## config.mk

```make
export PLATFORM = sky130hd
export DESIGN_NAME = tls_client_hello_sni_extractor
export DESIGN_NICKNAME = d
export VERILOG_FILES = /design/src/rtl/tsni_pkg.sv /design/src/rtl/tls_client_hello_sni_extractor.sv
export SDC_FILE = /design/constraint.sdc
export NUM_CORES = 1
export LEC_CHECK = 0
export BUFFER_PORTS_ARGS = -buffer_cell sky130_fd_sc_hd__buf_2
export CORE_UTILIZATION = 59
export CTS_BUF_LIST = sky130_fd_sc_hd__clkbuf_8
export DETAILED_ROUTE_END_ITERATION = 7
export MAX_ROUTING_LAYER = met4
export PLACE_DENSITY = 0.91
export SYNTH_ARGS = -nofsm -noshare
export SYNTH_HDL_FRONTEND = slang
export SYNTH_SLANG_ARGS = --single-unit
```

## constraint.sdc

```tcl
create_clock -name clk -period 7.2 [get_ports clk]
set_clock_uncertainty 0.05 [all_clocks]
set_input_delay 1.08 -clock clk [delete_from_list [all_inputs] [get_ports clk]]
set_output_delay 1.08 -clock clk [all_outputs]
set_load 0.05 [all_outputs]
```

## src/rtl/tsni_pkg.sv

```systemverilog
// Package for the ClientHello server-name extractor.
// Holds the item structs, parse phase enum and status codes; no dependencies.
`timescale 1ns / 1ps

package tsni_pkg;

  typedef struct packed {
    logic [7:0] data_byte;
    logic       last;
  } in_item_t;

  typedef struct packed {
    logic [7:0] name_byte;
    logic       name_byte_valid;
    logic       done_res;
    logic [2:0] status;
    logic [7:0] name_length;
  } out_item_t;

  typedef enum logic [3:0] {
    PH_HDR,
    PH_HS_TYPE,
    PH_SKIP_FIXED,
    PH_SID_LEN,
    PH_SKIP_SID,
    PH_CIPHER_HI,
    PH_CIPHER_LO,
    PH_SKIP_CIPHER,
    PH_COMP_LEN,
    PH_SKIP_COMP,
    PH_EXT_TOTAL,
    PH_EXT_HDR,
    PH_SKIP_EXT,
    PH_SNI_LIST,
    PH_NAME_HDR,
    PH_NAME
  } phase_t;

  localparam logic [2:0] ST_FOUND         = 3'd0;
  localparam logic [2:0] ST_NOT_HANDSHAKE = 3'd1;
  localparam logic [2:0] ST_NOT_CHELLO    = 3'd2;
  localparam logic [2:0] ST_NO_SNI        = 3'd3;
  localparam logic [2:0] ST_BAD_NAME      = 3'd4;
  localparam logic [2:0] ST_TRUNCATED     = 3'd5;

  localparam logic [7:0]  CT_HANDSHAKE = 8'h16;
  localparam logic [7:0]  HS_CHELLO    = 8'h01;
  localparam logic [15:0] EXT_SNI      = 16'h0000;
  localparam logic [15:0] FIXED_SKIP   = 16'd37;
  localparam logic [16:0] POS_MAX      = 17'h1FFFF;

endpackage

```

## src/rtl/tls_client_hello_sni_extractor.sv

```systemverilog
// TLS ClientHello server-name extractor, top level.
// Byte parser state and a two-entry result queue; uses tsni_pkg.
`timescale 1ns / 1ps

// Takes one record byte per cycle and streams out the server-name bytes of a
// ClientHello, then a single done item with a status and the name length.
// Each byte is handled in the cycle it is accepted: a small phase machine
// with 16-bit counters updates its state and any result goes straight into
// a two-entry queue, so one byte per clock is sustained while out_stall is low.
// in_stall rises only while both queue entries hold results that the
// consumer has not taken. Bytes after done are dropped without a result
// until the byte marked last, which returns the parser to its reset state.
// Streamed name bytes must be discarded unless the done status is found.
module tls_client_hello_sni_extractor #(
  parameter int MAX_NAME_LEN = 255
) (
  input  logic                clk,
  input  logic                rst,
  input  logic                in_valid,
  output logic                in_stall,
  input  tsni_pkg::in_item_t  in_item,
  output logic                out_valid,
  input  logic                out_stall,
  output tsni_pkg::out_item_t out_item
);
  import tsni_pkg::*;

  // parser state
  logic [16:0] position, position_next;
  logic [16:0] record_end, record_end_next;
  phase_t      phase, phase_next;
  logic [15:0] skip_rem, skip_rem_next;
  logic [15:0] ext_rem, ext_rem_next;
  logic [15:0] ext_kind, ext_kind_next;
  logic [15:0] field_len, field_len_next;
  logic [7:0]  host_kind, host_kind_next;
  logic        finished, finished_next;

  // result queue
  out_item_t   slot0, slot1;
  logic [1:0]  count;

  logic        accept;
  logic        pop;
  logic        push;
  out_item_t   res;

  logic [7:0]  b;
  logic        lst;
  logic [15:0] fl_low;
  logic [15:0] skip_dec;
  logic [17:0] pos_inc;
  logic        ext_room;
  logic        name_fits;
  logic        do_ext_start;
  logic        clear_all;
  logic        r_bv;
  logic [7:0]  r_b;
  logic        r_done;
  logic [2:0]  r_st;
  logic [7:0]  r_len;

  assign accept = in_valid && !in_stall;
  assign b      = in_item.data_byte;
  assign lst    = in_item.last;
  assign fl_low = {field_len[15:8], b};
  assign skip_dec = skip_rem - 16'd1;
  assign pos_inc  = {1'b0, position} + 18'd1;
  assign ext_room = ({1'b0, position} + 18'd5) <= {1'b0, record_end};
  assign name_fits = (pos_inc + {2'b00, fl_low}) <= {1'b0, record_end};

  always_comb begin
    position_next   = position;
    record_end_next = record_end;
    phase_next      = phase;
    skip_rem_next   = skip_rem;
    ext_rem_next    = ext_rem;
    ext_kind_next   = ext_kind;
    field_len_next  = field_len;
    host_kind_next  = host_kind;
    finished_next   = finished;
    r_bv   = 1'b0;
    r_b    = 8'd0;
    r_done = 1'b0;
    r_st   = ST_FOUND;
    r_len  = 8'd0;
    do_ext_start = 1'b0;
    clear_all    = 1'b0;

    if (accept) begin
      if (finished) begin
        clear_all = lst;
      end else begin
        if (phase != PH_HDR && position >= record_end) begin
          r_done = 1'b1;
          r_st   = ST_NO_SNI;
        end else begin
          case (phase)
            PH_HDR: begin
              if (position == 17'd0 && b != CT_HANDSHAKE) begin
                r_done = 1'b1;
                r_st   = ST_NOT_HANDSHAKE;
              end else if (position == 17'd3) begin
                field_len_next = {b, 8'd0};
              end else if (position == 17'd4) begin
                record_end_next = 17'd5 + {1'b0, fl_low};
                phase_next      = PH_HS_TYPE;
              end
            end
            PH_HS_TYPE: begin
              if (b != HS_CHELLO) begin
                r_done = 1'b1;
                r_st   = ST_NOT_CHELLO;
              end else begin
                skip_rem_next = FIXED_SKIP;
                phase_next    = PH_SKIP_FIXED;
              end
            end
            PH_SKIP_FIXED: begin
              skip_rem_next = skip_dec;
              if (skip_dec == 16'd0) phase_next = PH_SID_LEN;
            end
            PH_SID_LEN: begin
              skip_rem_next = {8'd0, b};
              phase_next    = (b != 8'd0) ? PH_SKIP_SID : PH_CIPHER_HI;
            end
            PH_SKIP_SID: begin
              skip_rem_next = skip_dec;
              if (skip_dec == 16'd0) phase_next = PH_CIPHER_HI;
            end
            PH_CIPHER_HI: begin
              field_len_next = {b, 8'd0};
              phase_next     = PH_CIPHER_LO;
            end
            PH_CIPHER_LO: begin
              field_len_next = fl_low;
              skip_rem_next  = fl_low;
              phase_next     = (fl_low != 16'd0) ? PH_SKIP_CIPHER : PH_COMP_LEN;
            end
            PH_SKIP_CIPHER: begin
              skip_rem_next = skip_dec;
              if (skip_dec == 16'd0) phase_next = PH_COMP_LEN;
            end
            PH_COMP_LEN: begin
              skip_rem_next = {8'd0, b};
              phase_next    = (b != 8'd0) ? PH_SKIP_COMP : PH_EXT_TOTAL;
            end
            PH_SKIP_COMP: begin
              skip_rem_next = skip_dec;
              if (skip_dec == 16'd0) phase_next = PH_EXT_TOTAL;
            end
            PH_EXT_TOTAL: begin
              if (skip_rem == 16'd0) begin
                ext_rem_next  = {b, 8'd0};
                skip_rem_next = 16'd1;
              end else begin
                ext_rem_next = {ext_rem[15:8], b};
                do_ext_start = 1'b1;
              end
            end
            PH_EXT_HDR: begin
              // skip_rem counts the four header bytes
              if (skip_rem == 16'd0) begin
                ext_kind_next = {b, 8'd0};
                skip_rem_next = 16'd1;
              end else if (skip_rem == 16'd1) begin
                ext_kind_next = {ext_kind[15:8], b};
                skip_rem_next = 16'd2;
              end else if (skip_rem == 16'd2) begin
                field_len_next = {b, 8'd0};
                skip_rem_next  = 16'd3;
              end else begin
                field_len_next = fl_low;
                if (ext_kind == EXT_SNI) begin
                  phase_next    = PH_SNI_LIST;
                  skip_rem_next = 16'd0;
                end else begin
                  ext_rem_next  = ext_rem - 16'd4 - fl_low;
                  skip_rem_next = fl_low;
                  if (fl_low == 16'd0) do_ext_start = 1'b1;
                  else phase_next = PH_SKIP_EXT;
                end
              end
            end
            PH_SKIP_EXT: begin
              skip_rem_next = skip_dec;
              if (skip_dec == 16'd0) do_ext_start = 1'b1;
            end
            PH_SNI_LIST: begin
              if (skip_rem == 16'd0) begin
                skip_rem_next = 16'd1;
              end else begin
                phase_next    = PH_NAME_HDR;
                skip_rem_next = 16'd0;
              end
            end
            PH_NAME_HDR: begin
              if (skip_rem == 16'd0) begin
                host_kind_next = b;
                skip_rem_next  = 16'd1;
              end else if (skip_rem == 16'd1) begin
                field_len_next = {b, 8'd0};
                skip_rem_next  = 16'd2;
              end else begin
                field_len_next = fl_low;
                if (host_kind == 8'd0 && name_fits &&
                    fl_low < 16'(MAX_NAME_LEN)) begin
                  if (fl_low == 16'd0) begin
                    r_done = 1'b1;
                    r_st   = ST_FOUND;
                  end else begin
                    skip_rem_next = fl_low;
                    phase_next    = PH_NAME;
                  end
                end else begin
                  r_done = 1'b1;
                  r_st   = ST_BAD_NAME;
                end
              end
            end
            PH_NAME: begin
              r_bv = 1'b1;
              r_b  = b;
              skip_rem_next = skip_dec;
              if (skip_dec == 16'd0) begin
                r_done = 1'b1;
                r_st   = ST_FOUND;
                r_len  = field_len[7:0];
              end
            end
            default: begin
              r_done = 1'b1;
              r_st   = ST_NO_SNI;
            end
          endcase

          // start of the next extension header
          if (do_ext_start) begin
            if (ext_rem_next == 16'd0 || !ext_room) begin
              r_done = 1'b1;
              r_st   = ST_NO_SNI;
            end else begin
              phase_next    = PH_EXT_HDR;
              skip_rem_next = 16'd0;
            end
          end
        end

        if (lst && !r_done) begin
          r_done = 1'b1;
          r_st   = ST_TRUNCATED;
          r_len  = 8'd0;
        end

        if (lst) begin
          clear_all = 1'b1;
        end else begin
          if (r_done) finished_next = 1'b1;
          if (position != POS_MAX) position_next = pos_inc[16:0];
        end
      end
    end

    if (clear_all) begin
      position_next   = 17'd0;
      record_end_next = 17'd0;
      phase_next      = PH_HDR;
      skip_rem_next   = 16'd0;
      ext_rem_next    = 16'd0;
      ext_kind_next   = 16'd0;
      field_len_next  = 16'd0;
      host_kind_next  = 8'd0;
      finished_next   = 1'b0;
    end

    res.name_byte       = r_b;
    res.name_byte_valid = r_bv;
    res.done_res        = r_done;
    res.status          = r_done ? r_st : ST_FOUND;
    res.name_length     = (r_done && r_st == ST_FOUND) ? r_len : 8'd0;
  end

  always_ff @(posedge clk) begin
    if (rst) begin
      position   <= 17'd0;
      record_end <= 17'd0;
      phase      <= PH_HDR;
      skip_rem   <= 16'd0;
      ext_rem    <= 16'd0;
      ext_kind   <= 16'd0;
      field_len  <= 16'd0;
      host_kind  <= 8'd0;
      finished   <= 1'b0;
    end else begin
      position   <= position_next;
      record_end <= record_end_next;
      phase      <= phase_next;
      skip_rem   <= skip_rem_next;
      ext_rem    <= ext_rem_next;
      ext_kind   <= ext_kind_next;
      field_len  <= field_len_next;
      host_kind  <= host_kind_next;
      finished   <= finished_next;
    end
  end

  // two-entry result queue, slot0 is the head
  assign push      = accept && (r_bv || r_done);
  assign out_valid = (count != 2'd0);
  assign pop       = out_valid && !out_stall;
  assign in_stall  = (count == 2'd2);
  assign out_item  = slot0;

  always_ff @(posedge clk) begin
    if (rst) begin
      count <= 2'd0;
    end else begin
      if (push && !pop) count <= count + 2'd1;
      else if (pop && !push) count <= count - 2'd1;
    end
  end

  always_ff @(posedge clk) begin
    if (push && !pop) begin
      if (count == 2'd0) slot0 <= res;
      else slot1 <= res;
    end else if (pop && !push) begin
      slot0 <= slot1;
    end else if (pop && push) begin
      if (count == 2'd1) begin
        slot0 <= res;
      end else begin
        slot0 <= slot1;
        slot1 <= res;
      end
    end
  end

`ifndef SYNTHESIS
  a_count_range: assert property (@(posedge clk) disable iff (rst)
    count != 2'd3)
    else $error("result queue count out of range");

  a_status_only_on_done: assert property (@(posedge clk) disable iff (rst)
    out_valid |-> (out_item.done_res || out_item.status == ST_FOUND))
    else $error("status set on an item without done");

  a_item_carries_result: assert property (@(posedge clk) disable iff (rst)
    out_valid |-> (out_item.name_byte_valid || out_item.done_res))
    else $error("empty result item queued");

  a_last_resets: assert property (@(posedge clk) disable iff (rst)
    (in_valid && !in_stall && in_item.last) |=>
      (phase == PH_HDR && !finished && position == 17'd0))
    else $error("parser not back at record start after last byte");
`endif

endmodule
```

==> flow_metrics.py, run 1 <==
metrics = {
    "run_status": {
        "outcome": "complete, no violations",
    },
    "yosys": {
        "yosysUniqueCellTypes": 89,
        "seq_area_frac_synth_pct": 29.08,
        "postSynthAreaPerCell_sq_um": 8.100,
        "synth_area_leader_cell": "dfxtp_1",
        "synth-seq-cells": 155,
        "async_flop_share_pct": 0,
        "yosys.area.top_type_share_pct": 18.67,
        "synth.net_count": 1626,
        "synth_enable_flop_cells": 42,
        "synth.cell_area_sq_um": 12120,
        "netlist_instances": 1496,
        "dominant_synthesized_flop_cell": "dfxtp_1",
        "yosys-top-cells-area": "dfxtp_1 19%, ha_1 12%, edfxtp_1 10%, nor2_1 5.7%, a21oi_1 4.1%",
        "yosysWarningCount": 0,
    },
    "grt": {
        "globalRouteMet3Util_pct": 4.623,
        "grt-busiest-layer": "met2",
        "first_global_vias": 10890,
        "grtUsageMet1_pct": 45.21,
        "grt_util_all_layers_pct": 34.55,
        "antenna_found_initial": 0,
        "grt_pass1_wl_microns": 56570,
        "globalRouteOverflowTotal": 0,
        "grt_max_degree": 104,
        "grtUsageMet2_pct": 52.33,
    },
    "timing": {
        "slew_at_the_pin_closest_to_its_max_slew_limit_ns": 1.148,
        "report.final.hold_viol_count": 0,
        "finalCritPeriodShare_pct": 94.12,
        "report.final.setup_viol": 0,
        "achievable_freq_mhz": 147.6,
        "final_max_slew_viol_count": 0,
        "whs_ns": 0.4411,
        "max_slew_headroom_at_the_worst_pin_pct": 23.48,
        "worst_slack_ns": 0.4236,
        "fin_tns_setup_ns": 0,
        "finalCriticalPeriod_ns": 6.776,
    },
    "placed_design": {
        "detailedPlace.worstSlack_ns": -0.3202,
        "place.detailed.hpwl_microns": 25620,
        "io_buffers": 35,
        "globalplace.congestion": 1.003,
    },
    "cts": {
        "cts_root_buffer": "clkbuf_8",
        "post-cts-setup-buffer-count": 0,
        "clkTransAtPathRegs_ns": 0.09,
        "cts-root-to-sink-buffers": 2,
        "tritoncts": "built",
        "post_cts_repair_resize_count": 0,
        "post_cts_hold_buffer_count": 0,
        "cts.htree.levels": 4,
        "clock_sinks": 155,
        "tritoncts.num_buffers": 17,
        "clkLatencyLatePin_ns": 0.47,
    },
    "critical_path": {
        "critical-path-max-stage-delay_ns": 0.53,
        "critical_path.top_delay_family": "compound AO/OA/AOI/OAI gates",
        "timing_worst_setup_path_type": "reg -> reg",
        "r2r-start": "position[0]$_SDFFE_PP0P_",
        "cpMaxStageDelayCell": "o41ai_2",
        "critical_path_peak_fanout": 23,
        "data_arrival_at_the_endpoint_of_the_critical_path_ns": 7.04,
        "timing.reg2reg.setup_slack_ns": 0.42,
        "worstPathBufferInverterCount": 2,
        "crit_path_start_kind": "flop",
        "crit_required_ns": 7.46,
        "startpoint_of_the_worst_setup_timing_path": "position[0]$_SDFFE_PP0P_",
        "timing.critical_path.to_type": "flop",
    },
    "drt": {
        "drt_pre_antenna_iters": 6,
        "drc_errors": 0,
        "detail_route.vias_per_cell": 6.673,
        "antenna_violating_nets_post_route": 0,
        "postRouteWirelength_microns": 35790,
        "post_drt_wl_per_cell_microns": 20.17,
        "route.vias.total": 11840,
        "drt-initial-drc-count": 1421,
    },
    "power_and_ir_drop": {
        "power.leakage_uw": 0.005295,
        "power-per-cell-area_nw_per_um2": 265.9,
        "p_total_uw": 3425,
        "ir_worst_vdd_v": 0.0001357,
    },
    "layout": {
        "antenna_cells": 0,
        "layout_commonest_cell": "nor2_1",
        "highest_count_cells_in_the_layout_ignoring_fill_and_taps": "183 x nor2_1, 114 x ha_1, 113 x dfxtp_1, 99 x nand2_1, 99 x a21oi_1",
        "drive_gt1_share_pct": 9.435,
        "syn2layout_area_growth_pct": 6.278,
        "final_net_count": 1622,
    },
    "floorplanning": {
        "die_height_microns": 145.3,
        "placement_rows": 52,
        "dieWidth_microns": 145.3,
        "floorplan.die_area_sq_um": 21120,
        "io_pins": 36,
        "floorplan.initialDensity_pct": 60.08,
        "floorplan.core_area_sq_um": 20170,
    },
    "hold_path": {
        "timing.hold.worst.start": "ext_rem[3]$_SDFFE_PP0P_",
        "min-delay-path-class": "reg -> reg",
    },
    "job": {
        "max_cap_viol_count": 0,
    },
}
## layer usage
layer / routed length (microns) / vias up
met3: 3642 / 146
met1: 14800 / 5556
met2: 15710 / 716
li1: - / 5426
met5: 0 / -
met4: 1639 / 0
## final cells by class
class	count	area, sq um
multi-input cells	1172	7976
fillers	1653	7291
flip-flops and latches	155	3523
repair buffers	59	355.3
well taps	270	337.8
inverters	87	326.6
clock buffers	17	234.0
clock inverters	15	125.1
## power by group
group | leakage (uW) | total [uW] | internal (uW) | switching [uW]
Combinational | 0.00380 | 1640 | 527 | 1120
Sequential | 0.00132 | 1150 | 1070 | 73.5
Clock | 0.000177 | 635 | 272 | 364
Total | 0.00529 | 3420 | 1870 | 1550
## path summary, 6_finish.rpt
| check | endpoint | depth (start not counted) |
|---|---|---|
| setup / recovery | out_item[8]$_DFFE_PP_ | 29 |
| hold / removal | ext_rem[3]$_SDFFE_PP0P_ | 2 |
| setup reg to reg | out_item[8]$_DFFE_PP_ | 29 |
| hold reg to reg | ext_rem[3]$_SDFFE_PP0P_ | 2 |
## logic make-up (layout without fill, tap and decap cells)
kind of cell	Yosys count	after routing	share of synthesized area, %
flops	155	155	29.08
compound gates	380	380	20.90
simple gates	551	551	22.77
buf+inv	169	178	5.514
xor+xnor	87	87	6.288
fa+ha+maj	117	117	12.20
mux	37	37	3.252
## metrics by stage
| step | instance area, sq um | instances | utilization, % |
|---|---|---|---|
| after global routing | 12880 | 1775 | 63.85 |
| after floorplan | 12120 | 1496 | - |
| final | 12880 | 1775 | 63.85 |
| after detailed placement | 12500 | 1743 | 61.99 |
| after global placement | 12500 | 1743 | 61.99 |
| after CTS | 12860 | 1775 | 63.77 |
## state kept, by name (all words and copies together), names as in the netlist
name	flops
ext_rem	16
field_len	16
slot1	21
host_kind	8
skip_rem	16
ext_kind	16
position	17
finished	1
phase	4
out_item	21
count	2
record_end	17
## worst register-to-register path: cells and delay by family (launching register included)
family | cells | cell delay [ns]
compound gates | 14 | 2.96
fa+ha+maj | 4 | 1.44
simple gates | 7 | 1.20
flops | 1 | 0.44
buf+inv | 2 | 0.22
mux | 1 | 0.18
xor+xnor | 1 | 0.14
## cell usage after synthesis (7+ instances only)
master	number
a211oi_1	36
a21o_1	23
a21oi_1	100
a22oi_1	12
a31oi_1	16
and2_1	12
and3_1	30
and4_1	7
buf_2	9
clkbuf_1	64
dfxtp_1	113
edfxtp_1	42
ha_1	115
inv_1	87
mux2_2	16
mux2i_1	20
nand2_1	99
nand2b_1	21
nand3_1	44
nand4_1	21
nor2_1	183
nor2b_1	14
nor3_1	48
nor4_1	18
o211ai_1	15
o21a_1	19
o21ai_0	69
o31ai_1	12
or3_1	10
or4_1	8
xnor2_1	53
xor2_1	34
Power figures use the tool's default switching activity.
==> inputs of run 2 (changes only) <==
--- a/config.mk
+++ b/config.mk
@@ -5,6 +5,7 @@
 export SDC_FILE = /design/constraint.sdc
 export NUM_CORES = 1
 export LEC_CHECK = 0
+export ABC_AREA = 1
 export BUFFER_PORTS_ARGS = -buffer_cell sky130_fd_sc_hd__buf_2
 export CORE_UTILIZATION = 59
 export CTS_BUF_LIST = sky130_fd_sc_hd__clkbuf_8
==> run 2 against run 1 <==
  * Global-route usage rose by 0.27 points
  * Clock power grew 7.9%
  * Non-clock buffer count fell by 10
  * First-iteration DRC count decreased by 13%
  * Critical path type unchanged
  * Largest power group unchanged
==> flow_metrics.py, run 2 <==
metrics = {
    "run_status": {
        "outcome": "complete, no violations",
    },
    "timing": {
        "final_max_slew_viol_count": 0,
        "report.final.setup_viol": 0,
        "fin_tns_setup_ns": 0,
        "slew_at_the_pin_closest_to_its_max_slew_limit_ns": 1.046,
        "report.final.hold_viol_count": 0,
        "achievable_freq_mhz": 153.6,
        "max_slew_headroom_at_the_worst_pin_pct": 30.27,
        "finalCritPeriodShare_pct": 90.42,
        "rsz0062_at_grt": "no",
        "whs_ns": 0.4083,
        "finalCriticalPeriod_ns": 6.510,
    },
    "yosys": {
        "synth_compound_area_share_pct": 16.74,
        "yosysWarningCount": 0,
        "commonest_cells_in_the_netlist": "388 x nand2_1, 291 x inv_1, 179 x nor2_1",
        "seq_area_frac_synth_pct": 28.29,
        "dominant_synthesized_flop_cell": "dfxtp_1",
        "synthXorXnorAreaFrac_pct": 4.431,
        "yosys-top-cells-area": "dfxtp_1 18%, nand2_1 12%, ha_1 12%, edfxtp_1 10%, inv_1 8.8%",
        "yosys.area_share.simple_pct": 26.88,
        "post-synth-top-count-cell": "nand2_1",
        "combinational_family_with_the_most_area_after_synthesis": "simple AND/OR/NAND/NOR gates",
        "synth-seq-cells": 155,
        "synth-adder-area-share_pct": 11.88,
        "yosysUniqueCellTypes": 61,
        "async_flop_share_pct": 0,
        "synth_enable_flop_cells": 42,
        "postSynthAreaPerCell_sq_um": 6.798,
        "yosys.area.top_type_share_pct": 18.17,
        "synth.cell_area_sq_um": 12450,
        "synth.net_count": 1962,
        "netlist_instances": 1832,
        "muxShareOfSynthArea_pct": 0.8138,
        "synth_area_leader_cell": "dfxtp_1",
    },
    "layout": {
        "final_net_count": 1979,
        "drive_gt1_share_pct": 7.626,
        "highest_count_cells_in_the_layout_ignoring_fill_and_taps": "388 x nand2_1, 291 x inv_1, 179 x nor2_1, 172 x a21oi_1, 130 x o21ai_0",
        "post-route-util_pct": 64.71,
        "multiInputGateArea_sq_um": 7582,
        "syn2layout_area_growth_pct": 6.491,
        "antenna_cells": 0,
        "number_of_fill_cells_in_the_layout": 1775,
        "seq_area_sq_um": 3523,
        "layout_commonest_cell": "nand2_1",
    },
    "drt": {
        "drc_errors": 0,
        "drt-initial-drc-count": 1233,
        "detail_route.vias_per_cell": 5.917,
        "route.vias.total": 12620,
        "antenna_violating_nets_post_route": 0,
        "drt_pre_antenna_iters": 8,
        "postRouteWirelength_microns": 36380,
        "post_drt_wl_per_cell_microns": 17.06,
    },
    "power_and_ir_drop": {
        "power-per-cell-area_nw_per_um2": 399.9,
        "power_frac_clock_pct": 12.9,
        "power.leakage_uw": 0.006348,
        "p_comb_share_pct": 62.5,
        "internal-power_uw": 2440,
        "sequentialPowerShare_pct": 24.6,
        "ir_worst_vdd_v": 0.0003160,
        "p_sw_share_pct": 53.99,
        "p_switching_uw": 2863,
    },
    "floorplanning": {
        "floorplan.core_area_sq_um": 20490,
        "floorplan.die_area_sq_um": 21690,
        "dieWidth_microns": 147.3,
        "floorplan.initialDensity_pct": 60.76,
        "io_pins": 36,
        "die_height_microns": 147.3,
        "placement_rows": 52,
    },
    "cts": {
        "cts-root-to-sink-buffers": 2,
        "cts.htree.levels": 4,
        "clkTransAtPathRegs_ns": 0.10,
        "tritoncts.num_buffers": 17,
        "post_cts_hold_buffer_count": 0,
        "tritoncts": "built",
        "post_cts_repair_resize_count": 0,
        "post-cts-setup-buffer-count": 0,
        "clock_sinks": 155,
        "clkLatencyLatePin_ns": 0.49,
        "cts_root_buffer": "clkbuf_8",
    },
    "critical_path": {
        "r2r-start": "position[3]$_SDFFE_PP0P_",
        "data_arrival_at_the_endpoint_of_the_critical_path_ns": 6.70,
        "cpMaxStageDelayCell": "nor3_1",
        "crit_required_ns": 7.39,
        "crit_path_start_kind": "flop",
        "critical_path_peak_fanout": 23,
        "timing.reg2reg.setup_slack_ns": 0.69,
        "timing_worst_setup_path_type": "reg -> reg",
        "timing.critical_path.mode_cell": "nand2_1",
        "startpoint_of_the_worst_setup_timing_path": "position[3]$_SDFFE_PP0P_",
        "timing.critical_path.to_type": "flop",
        "critical-path-max-stage-delay_ns": 0.56,
    },
    "grt": {
        "first_global_vias": 11850,
        "grt_pass1_wl_microns": 58200,
        "grt_util_all_layers_pct": 34.82,
        "grt_max_degree": 64,
        "antenna_found_initial": 0,
        "globalRouteOverflowTotal": 0,
    },
    "placed_design": {
        "io_buffers": 35,
        "place.detailed.hpwl_microns": 27130,
        "globalplace.congestion": 1.025,
    },
    "hold_path": {
        "timing.hold.worst.start": "ext_kind[12]$_SDFFE_PP0P_",
        "min-delay-path-class": "reg -> reg",
    },
    "job": {
        "max_cap_viol_count": 0,
    },
}
run 2: final cells by class:
type / instances / area share (%)
inverter: 300 / 8.510
sequential: 155 / 26.57
multi-input combinational: 1326 / 57.18
clock buffer: 17 / 1.764
tap: 270 / 2.547
timing repair buffer: 49 / 2.113
clock inverter: 15 / 1.321
run 2: routing by layer:
layer / global-route usage, % / vias to the layer above / part of all wire (%)
met4: 17.27 / 0 / 4.4
met1: 42.34 / 5722 / 41
met3: 5.590 / 132 / 9.4
met5: - / - / 0
li1: - / 6052 / -
met2: 55.97 / 710 / 46
run 2: stage by stage:
stage                     cell area, sq um  instances  setup slack (ns)  power (uW)
after floorplan                      12450       1832            0.6592        3829
final                                13260       2132            0.6898        5303
after detailed placement             12850       2100            0.4267        4541
after CTS                            13260       2132            0.8281        5232
after global placement               12850       2100            0.7136        4431
after global routing                 13260       2132            0.1411        5704
run 2: worst max-delay path: cells and delay by family, from the launching register on:
kind | cells | cell delay (ns)
AND/OR/NAND/NOR | 15 | 2.13
flip-flops | 1 | 0.49
buffers and inverters | 5 | 0.81
XOR/XNOR | 2 | 0.37
AO/OA/AOI/OAI | 8 | 1.61
adder cells (fa/ha/maj) | 3 | 0.80
run 2: kinds of logic after synthesis:
logic type      count (synthesis)
simple gates                  760
buf+inv                       351
compound gates                377
mux                             9
xor+xnor                       63
flops                         155
fa+ha+maj                     117
run 2: path summary, 6_finish.rpt:
kind	end	depth (start not counted)
min reg2reg	ext_kind[12]$_SDFFE_PP0P_	2
max	out_item[8]$_DFFE_PP_	33
min	ext_kind[12]$_SDFFE_PP0P_	2
max reg2reg	out_item[8]$_DFFE_PP_	33
run 2: power by group through the flow:
stage                     combinational, uW  clock [uW]  sequential (uW)
after detailed placement               3230           0             1310
final                                  3310         685             1300
after global routing                   3670         716             1320
after floorplan                        2350           0             1480
after CTS                              3250         683             1300
after global placement                 3130           0             1300
